**config.mk**
```make
export PLATFORM = sky130hd
export DESIGN_NAME = utf8_decode_text_cursor
export DESIGN_NICKNAME = d
export VERILOG_FILES = /design/src/rtl/u8dc_pkg.sv /design/src/rtl/u8dc_step.sv /design/src/rtl/utf8_decode_text_cursor.sv
export VERILOG_INCLUDE_DIRS = /design/src /design/src/rtl
export SDC_FILE = /design/constraint.sdc
export NUM_CORES = 1
export LEC_CHECK = 0
export BUFFER_PORTS_ARGS = -buffer_cell sky130_fd_sc_hd__buf_4
export CAP_MARGIN = 20
export CORE_ASPECT_RATIO = 0.75
export CORE_MARGIN = 2
export CORE_UTILIZATION = 30
export CTS_BUF_LIST = sky130_fd_sc_hd__clkbuf_8
export CTS_CLUSTER_DIAMETER = 120
export CTS_CLUSTER_SIZE = 20
export DETAILED_ROUTE_END_ITERATION = 8
export MAX_ROUTING_LAYER = met4
export SYNTH_ARGS = -nofsm -noshare
export SYNTH_HDL_FRONTEND = slang
export SYNTH_SLANG_ARGS = --single-unit
```
**constraint.sdc**
```tcl
create_clock -name clk_i -period 7.8 [get_ports clk_i]
set_input_delay 0.39 -clock clk_i [delete_from_list [all_inputs] [get_ports clk_i]]
set_output_delay 0.39 -clock clk_i [all_outputs]
set_load 0.05 [all_outputs]
```
**src/rtl/utf8_decode_text_cursor_macros.svh**
```systemverilog
// Assertion helpers for the cursor RTL.
`ifndef UTF8_DECODE_TEXT_CURSOR_MACROS_SVH
`define UTF8_DECODE_TEXT_CURSOR_MACROS_SVH

// Same-cycle implication, disabled while reset is asserted.
`define U8DC_ASSERT_NOW(label, clk, rst_n, ante, cons) \
  label: assert property (@(posedge clk) disable iff (!rst_n) (ante) |-> (cons)) \
    else $error("u8dc: same-cycle check failed");

// Next-cycle implication, disabled while reset is asserted.
`define U8DC_ASSERT_NEXT(label, clk, rst_n, ante, cons) \
  label: assert property (@(posedge clk) disable iff (!rst_n) (ante) |=> (cons)) \
    else $error("u8dc: next-cycle check failed");

`endif

```
**src/rtl/u8dc_pkg.sv**
```systemverilog
package u8dc_pkg;

  // Default counter width for column, row and widest line.
  localparam int unsigned DefCountBits = 16;

  localparam int unsigned CpBits  = 21;
  localparam int unsigned OutBits = 16;

  localparam logic [CpBits-1:0] CpReplacement = 21'h00FFFD;
  localparam logic [CpBits-1:0] CpLineFeed    = 21'h00000A;
  localparam logic [CpBits-1:0] CpSpace       = 21'h000020;
  localparam logic [7:0]        ByteLineFeed  = 8'h0A;

  typedef enum logic {
    KIND_CHAR  = 1'b0,
    KIND_BREAK = 1'b1
  } item_kind_e;

  // One result word.
  typedef struct packed {
    logic [CpBits-1:0]  code_point;
    item_kind_e         item_kind;
    logic [OutBits-1:0] column;
    logic [OutBits-1:0] row;
    logic               is_space;
    logic [OutBits-1:0] widest_line;
    logic               last_result;
  } result_t;

endpackage

```
**src/rtl/u8dc_step.sv**
```systemverilog
module u8dc_step
  import u8dc_pkg::*;
#(
  parameter int unsigned COUNT_BITS = DefCountBits
) (
  input  logic [7:0]            text_byte_i,
  input  logic                  end_of_text_i,
  input  logic [CpBits-1:0]     partial_i,
  input  logic [1:0]            remain_i,
  input  logic [COUNT_BITS-1:0] col_i,
  input  logic [COUNT_BITS-1:0] row_i,
  input  logic [COUNT_BITS-1:0] wide_i,
  output logic [CpBits-1:0]     partial_o,
  output logic [1:0]            remain_o,
  output logic [COUNT_BITS-1:0] col_o,
  output logic [COUNT_BITS-1:0] row_o,
  output logic [COUNT_BITS-1:0] wide_o,
  output logic                  first_valid_o,
  output logic                  second_valid_o,
  output result_t               first_o,
  output result_t               second_o
);

  localparam logic [COUNT_BITS-1:0] CountMax = '1;

  logic                  is_cont;
  logic [CpBits-1:0]     cont_code;
  logic [1:0]            cont_remain;
  logic                  use_a;
  logic [CpBits-1:0]     cp_a;
  logic                  do_lead;
  logic                  lead_break;
  logic                  lead_char;
  logic                  lead_start;
  logic [CpBits-1:0]     lead_cp;
  logic [CpBits-1:0]     lead_partial;
  logic [1:0]            lead_remain;
  logic [COUNT_BITS-1:0] col_a;
  logic [COUNT_BITS-1:0] wide_a;
  logic [COUNT_BITS-1:0] col_b;
  logic [COUNT_BITS-1:0] row_b;
  logic [COUNT_BITS-1:0] wide_b;
  logic                  lead_emit;
  result_t               res_a;
  result_t               res_b;

  // Classify the byte as continuation or lead.
  always_comb begin
    is_cont     = (text_byte_i[7:6] == 2'b10);
    cont_code   = {partial_i[CpBits-7:0], text_byte_i[5:0]};
    cont_remain = remain_i - 2'd1;

    use_a = (remain_i != 2'd0) && (!is_cont || (cont_remain == 2'd0) || end_of_text_i);
    cp_a  = (is_cont && (cont_remain == 2'd0)) ? cont_code : CpReplacement;
    do_lead = (remain_i == 2'd0) || !is_cont;

    lead_break   = 1'b0;
    lead_char    = 1'b0;
    lead_start   = 1'b0;
    lead_cp      = CpReplacement;
    lead_partial = '0;
    lead_remain  = 2'd0;
    priority if (text_byte_i == ByteLineFeed) begin
      lead_break = 1'b1;
    end else if (!text_byte_i[7]) begin
      lead_char = 1'b1;
      lead_cp   = CpBits'(text_byte_i);
    end else if (text_byte_i[7:5] == 3'b110) begin
      lead_start   = 1'b1;
      lead_partial = CpBits'(text_byte_i[4:0]);
      lead_remain  = 2'd1;
    end else if (text_byte_i[7:4] == 4'b1110) begin
      lead_start   = 1'b1;
      lead_partial = CpBits'(text_byte_i[3:0]);
      lead_remain  = 2'd2;
    end else if (text_byte_i[7:3] == 5'b11110) begin
      lead_start   = 1'b1;
      lead_partial = CpBits'(text_byte_i[2:0]);
      lead_remain  = 2'd3;
    end else begin
      lead_char = 1'b1;
    end
    // A sequence opened by the final byte turns into a replacement cell.
    if (lead_start && end_of_text_i) begin
      lead_char = 1'b1;
      lead_cp   = CpReplacement;
    end
    lead_emit = do_lead && (lead_break || lead_char);
  end

  // Advance the counters through the first and then the second result.
  always_comb begin
    col_a  = col_i;
    wide_a = wide_i;
    if (use_a) begin
      col_a  = (col_i == CountMax) ? col_i : col_i + 1'b1;
      wide_a = (col_a > wide_i) ? col_a : wide_i;
    end

    col_b  = col_a;
    row_b  = row_i;
    wide_b = wide_a;
    res_b  = '0;
    res_b.row = OutBits'(row_i);
    if (lead_emit && lead_break) begin
      wide_b = (col_a > wide_a) ? col_a : wide_a;
      col_b  = '0;
      row_b  = (row_i == CountMax) ? row_i : row_i + 1'b1;
      res_b.code_point = CpLineFeed;
      res_b.item_kind  = KIND_BREAK;
      res_b.column     = OutBits'(col_a);
    end else if (lead_emit) begin
      col_b  = (col_a == CountMax) ? col_a : col_a + 1'b1;
      wide_b = (col_b > wide_a) ? col_b : wide_a;
      res_b.code_point = lead_cp;
      res_b.item_kind  = KIND_CHAR;
      res_b.column     = OutBits'(col_a);
      res_b.is_space   = (lead_cp == CpSpace);
    end
    res_b.widest_line = OutBits'(wide_b);
    res_b.last_result = end_of_text_i;

    res_a.code_point  = cp_a;
    res_a.item_kind   = KIND_CHAR;
    res_a.column      = OutBits'(col_i);
    res_a.row         = OutBits'(row_i);
    res_a.is_space    = (cp_a == CpSpace);
    res_a.widest_line = OutBits'(wide_a);
    res_a.last_result = end_of_text_i && !lead_emit;
  end

  // Order the results and pick the next state.
  always_comb begin
    first_valid_o  = use_a || lead_emit;
    second_valid_o = use_a && lead_emit;
    first_o        = use_a ? res_a : res_b;
    second_o       = res_b;

    partial_o = '0;
    remain_o  = 2'd0;
    if (!end_of_text_i) begin
      if ((remain_i != 2'd0) && is_cont && (cont_remain != 2'd0)) begin
        partial_o = cont_code;
        remain_o  = cont_remain;
      end else if (do_lead && lead_start) begin
        partial_o = lead_partial;
        remain_o  = lead_remain;
      end
    end

    if (end_of_text_i) begin
      col_o  = '0;
      row_o  = '0;
      wide_o = '0;
    end else begin
      col_o  = col_b;
      row_o  = row_b;
      wide_o = wide_b;
    end
  end

endmodule

```
**src/rtl/utf8_decode_text_cursor.sv**
```systemverilog
// An accepted byte's first result word is registered and appears on the output in the cycle after it is taken.
// Throughput: one byte per cycle while the output is not stalled; a byte that yields two results
// (a broken sequence followed by a new lead) holds the input while the second drains.
// The decode and counter update for a byte is one pass of logic into the result register.
// Reset clears the decoder state, all counters and the output and pending valid flags.
`include "utf8_decode_text_cursor_macros.svh"

module utf8_decode_text_cursor
  import u8dc_pkg::*;
#(
  parameter int unsigned COUNT_BITS = DefCountBits
) (
  input  logic        clk_i,
  input  logic        rst_ni,
  input  logic        s_axis_tvalid,
  output logic        s_axis_tready,
  input  logic [7:0]  s_axis_tdata,  // [7:0] text_byte
  input  logic        s_axis_tlast,  // end_of_text
  output logic        m_axis_tvalid,
  input  logic        m_axis_tready,
  // [20:0] code_point, [36:21] column, [52:37] row, [53] is_space,
  // [69:54] widest_line, [71:70] zero
  output logic [71:0] m_axis_tdata,
  output logic        m_axis_tuser,  // item_kind
  output logic        m_axis_tlast   // last_result
);

  logic [CpBits-1:0]     partial_q, partial_d;
  logic [1:0]            remain_q, remain_d;
  logic [COUNT_BITS-1:0] col_q, col_d;
  logic [COUNT_BITS-1:0] row_q, row_d;
  logic [COUNT_BITS-1:0] wide_q, wide_d;
  logic                  out_valid_q, out_valid_d;
  logic                  pend_valid_q, pend_valid_d;
  result_t               out_q, out_d;
  result_t               pend_q, pend_d;
  logic                  first_valid, second_valid;
  result_t               first_res, second_res;
  logic                  out_free;
  logic                  in_acc;

  // Decode one byte against the current state.
  u8dc_step #(
    .COUNT_BITS(COUNT_BITS)
  ) u_step (
    .text_byte_i   (s_axis_tdata),
    .end_of_text_i (s_axis_tlast),
    .partial_i     (partial_q),
    .remain_i      (remain_q),
    .col_i         (col_q),
    .row_i         (row_q),
    .wide_i        (wide_q),
    .partial_o     (partial_d),
    .remain_o      (remain_d),
    .col_o         (col_d),
    .row_o         (row_d),
    .wide_o        (wide_d),
    .first_valid_o (first_valid),
    .second_valid_o(second_valid),
    .first_o       (first_res),
    .second_o      (second_res)
  );

  // Accept a byte whenever the result register frees up and nothing is pending.
  assign out_free      = !out_valid_q || m_axis_tready;
  assign s_axis_tready = out_free && !pend_valid_q;
  assign in_acc        = s_axis_tvalid && s_axis_tready;

  // Steer results into the output and pending registers.
  always_comb begin
    out_valid_d  = out_valid_q;
    pend_valid_d = pend_valid_q;
    out_d        = out_q;
    pend_d       = pend_q;
    if (pend_valid_q && out_free) begin
      out_d        = pend_q;
      out_valid_d  = 1'b1;
      pend_valid_d = 1'b0;
    end else if (in_acc) begin
      out_d        = first_res;
      out_valid_d  = first_valid;
      pend_d       = second_res;
      pend_valid_d = second_valid;
    end else if (out_free) begin
      out_valid_d = 1'b0;
    end
  end

  // Hold decoder state and output control.
  always_ff @(posedge clk_i or negedge rst_ni) begin
    if (!rst_ni) begin
      partial_q    <= '0;
      remain_q     <= 2'd0;
      col_q        <= '0;
      row_q        <= '0;
      wide_q       <= '0;
      out_valid_q  <= 1'b0;
      pend_valid_q <= 1'b0;
    end else begin
      if (in_acc) begin
        partial_q <= partial_d;
        remain_q  <= remain_d;
        col_q     <= col_d;
        row_q     <= row_d;
        wide_q    <= wide_d;
      end
      out_valid_q  <= out_valid_d;
      pend_valid_q <= pend_valid_d;
    end
  end

  // Result payload.
  always_ff @(posedge clk_i) begin
    out_q  <= out_d;
    pend_q <= pend_d;
  end

  assign m_axis_tvalid = out_valid_q;
  assign m_axis_tdata  = {2'b00, out_q.widest_line, out_q.is_space, out_q.row,
                          out_q.column, out_q.code_point};
  assign m_axis_tuser  = out_q.item_kind;
  assign m_axis_tlast  = out_q.last_result;

  // A pending word always sits behind a valid output word.
  `U8DC_ASSERT_NOW(a_pend_behind_out, clk_i, rst_ni, pend_valid_q, out_valid_q)
  // No byte is taken while a second result waits.
  `U8DC_ASSERT_NOW(a_no_accept_pend, clk_i, rst_ni, pend_valid_q, !s_axis_tready)
  // A stalled pending word is not lost.
  `U8DC_ASSERT_NEXT(a_pend_kept, clk_i, rst_ni, pend_valid_q && !m_axis_tready,
                    pend_valid_q)
  // End of text returns the decoder and counters to their reset state.
  `U8DC_ASSERT_NEXT(a_end_clears, clk_i, rst_ni, in_acc && s_axis_tlast,
                    (remain_q == 2'd0) && (col_q == '0) && (row_q == '0))

endmodule
```
==> results by group <==
Floorplan
  • Initial Utilization: 0.302
  • Rows: 63
  • Die X-Extent: 234 um
  • Die height: 176 um
  • Die Area: 41,300 um^2
  • I/O pin count: 89
  • Core Area: 39,300 um^2

Synth
  • Yosys reg bits: 198
  • Register area share after synthesis: 0.472
  • YS warnings: 0
  • Unique masters post-synth: 87
  • Post-synth ARST share: 0.338
  • Mean Syn Cell Area: 9.59 um^2
  • Top FF cell, synth: edfxtp_1
  • EDFF count, synth: 131
  • Post-Syn Area: 11,900 um^2
  • Syn Inst Count: 1,240

STA
  • Clock skew: 17.0 ps
  • Tmin final: 7480 ps
  • Setup tns final: 0 ps
  • Fmax achieved: 0.134 GHz
  • Final Cycle Share: 0.959
  • Max-slew violations: 0
  • Headroom to the max-slew limit: 0.334
  • Final hold viol count: 0
  • Final setup fails: 0
  • Worst slew pin tran: 995 ps

Cells and area
  • Fillers: 3,975
  • Multi-input gate area: 5810 um^2
  • Most common cell after layout, fill and taps aside: nand2_1
  • Share of cells above drive strength 1: 0.169
  • Nets: 1,397
  • Commonest non-fill, non-tap cells in the layout: nand2_1 (161), buf_4 (148), edfxtp_1 (131)
  • Area Overhead vs Synth: 16.5%
  • # diodes: 0
  • Sequential cell area: 5610 um^2

Power
  • Peak supply drop: 114 uV
  • Power density over cell area: 264 nW/um^2
  • Static Leak: 5.81 nW
  • Pwr Total: 0.00366 W

Clock network
  • CTS root buffer: clkbuf_8
  • Clk_lat worst skew: 500 ps
  • TritonCTS clock tree: yes
  • Htree depth: 4
  • Clk sinks: 198
  • CTS buffer count: 17
  • Deepest clock path buffer count: 2
  • Clock transition at the registers of the reported paths: 120 ps

Global route
  • Most used routing layer: met1
  • Met2 usage: 0.277
  • All-Layer GR Usage: 0.196
  • Number of global-route vias before repair: 9,594
  • Largest net degree at the start of global routing: 73
  • Met3 usage: 0.0323
  • Grt ovf: 0
  • GRT met1 Usage: 0.291
  • Antenna violations before repair: 0
  • First-pass GRT wire length: 59,500 um

Drt
  • DRC: 0
  • Routed via count: 10,300
  • Routed Antenna Nets: 0
  • Detailed Route Iter0 Violations: 1,256
  • Drt total wl: 38,800 um
  • Via density: 5.49
  • Routed wire per std cell: 20.8 um
  • Drt pass-1 iters: 5

Critical path
  • Crit path buf inv count: 3
  • CP peak stage delay: 670 ps
  • Setup crit end kind: flip-flop
  • Critical Path AT: 7730 ps
  • CP Max Fanout: 18
  • Critical Path RT: 8050 ps
  • Top delay family on crit path: compound AO/OA/AOI/OAI gates
  • Worst path slowest cell: a21boi_0
  • Crit path top cell by count: a21oi_1
  • Setup crit start kind: flip-flop
  • CP Class: flip-flop to flip-flop

Placed design
  • DP Wirelength: 28,400 um
  • Routability cong.: 0.977
  • I/O Buffers: 86

Run
  • Max-Cap Viols: 0

Worst hold path
  • HP Class: input port to flip-flop

Status
  • Outcome: finished, final reports clean
==> worst register-to-register path: cells and delay by family, from the launching register on <==
family / cells / cell delay [ps]
and+or+nand+nor: 7 / 2110
buffers and inverters: 3 / 510
xor gates and xnor gates: 1 / 210
DFF: 1 / 500
AOI/OAI and AO/OA: 12 / 2980
adders and majority gates: 3 / 910
==> sequential cells by signal, indices dropped and copies added, names as in the netlist <==
name and flops:
m_axis_tdata 70, pend_q 59, col_q 16, row_q 16, wide_q 16, partial_q 15
remain_q 2, m_axis_tlast 1, m_axis_tuser 1, m_axis_tvalid 1, pend_valid_q 1
==> per-stage QoR <==
stage	utilization	instance area, um^2	hold WS, ps	setup WS, ps	cells
2_1_floorplan	-	11900	94.4	1330	1241
3_3_place_gp	0.339	13300	283	363	1831
3_5_place_dp	0.339	13300	285	295	1831
4_1_cts	0.350	13800	115	251	1864
5_1_grt	0.352	13900	111	-47.6	1868
6_report	0.352	13900	134	320	1868
==> cell usage after synthesis (all sizes together), types with 6 or more instances <==
cell    count  share of area
nor3       29          0.013
a22o       41          0.030
edfxtp    131           0.33
o31ai      13         0.0082
buf        25          0.012
a32o        9         0.0076
dfrtp      67           0.14
nand3      33          0.014
a21o       20          0.013
xor2       17          0.013
inv        48          0.015
and4        8         0.0059
nor2      121          0.038
a21oi      71          0.031
nor4       22          0.013
nand2     163          0.052
or2         7         0.0037
and2       16         0.0084
a211oi     12         0.0076
a31oi      11         0.0058
mux2        6         0.0057
mux2i       8         0.0070
nand2b      9         0.0047
and3       21          0.011
o211ai      8         0.0051
xnor2      25          0.018
or3        12         0.0063
clkbuf     51          0.016
or4         7         0.0044
ha         49          0.052
nand4      23          0.013
o21ai      69          0.029
==> per-layer routing <==
layer  share of wire  vias to the layer above
li1                -                     4790
met4           0.014                        0
met3           0.072                       40
met2            0.43                      418
met5               0                        -
met1            0.48                     5006
==> power by group <==
part | internal [W] | switching [W] | total, W | leakage, nW
clock network | 0.000273 | 0.000442 | 0.000715 | 0.212
logic | 0.000551 | 0.00104 | 0.00159 | 3.39
registers | 0.00129 | 0.0000624 | 0.00135 | 2.21
==> area by class of cell <==
cell class / count / share of cell area
clock buffer: 17 / 0.0169
clock inverter: 15 / 0.0133
inverter: 51 / 0.0138
multi-input combinational: 916 / 0.420
sequential: 198 / 0.405
tap: 520 / 0.0470
timing repair buffer: 151 / 0.0844
==> path summary, 6_finish.rpt <==
kind                          startpoint                to  slack, ps  cells after the start
max in group asynchronous         rst_ni          row_q[7]       6450                      3
max                             col_q[1]  m_axis_tdata[64]        320                     26
min                        s_axis_tvalid     m_axis_tvalid        130                      3
min in group asynchronous         rst_ni          col_q[7]        310                      2
min reg2reg                   wide_q[14]        wide_q[14]        520                      1
max reg2reg                     col_q[1]  m_axis_tdata[64]        320                     26
==> what timing repair did <==
| action | 4_1_cts | 5_1_grt |
|---|---|---|
| endpoints found under the hold margin | 14 | 0 |
| resized for setup | 0 | 7 |
| setup buffers | 0 | 3 |
| endpoints found under the setup margin | 0 | 46 |
| hold buffers | 1 | 0 |
==> cells by family after synthesis <==
group	share of synthesized area
adder cells (fa/ha/maj)	0.0516
multiplexers	0.0127
other	0.000315
XOR/XNOR	0.0309
AO/OA/AOI/OAI	0.188
AND/OR/NAND/NOR	0.200
flip-flops	0.472
buffers and inverters	0.0442
Power figures use the tool's default switching activity.
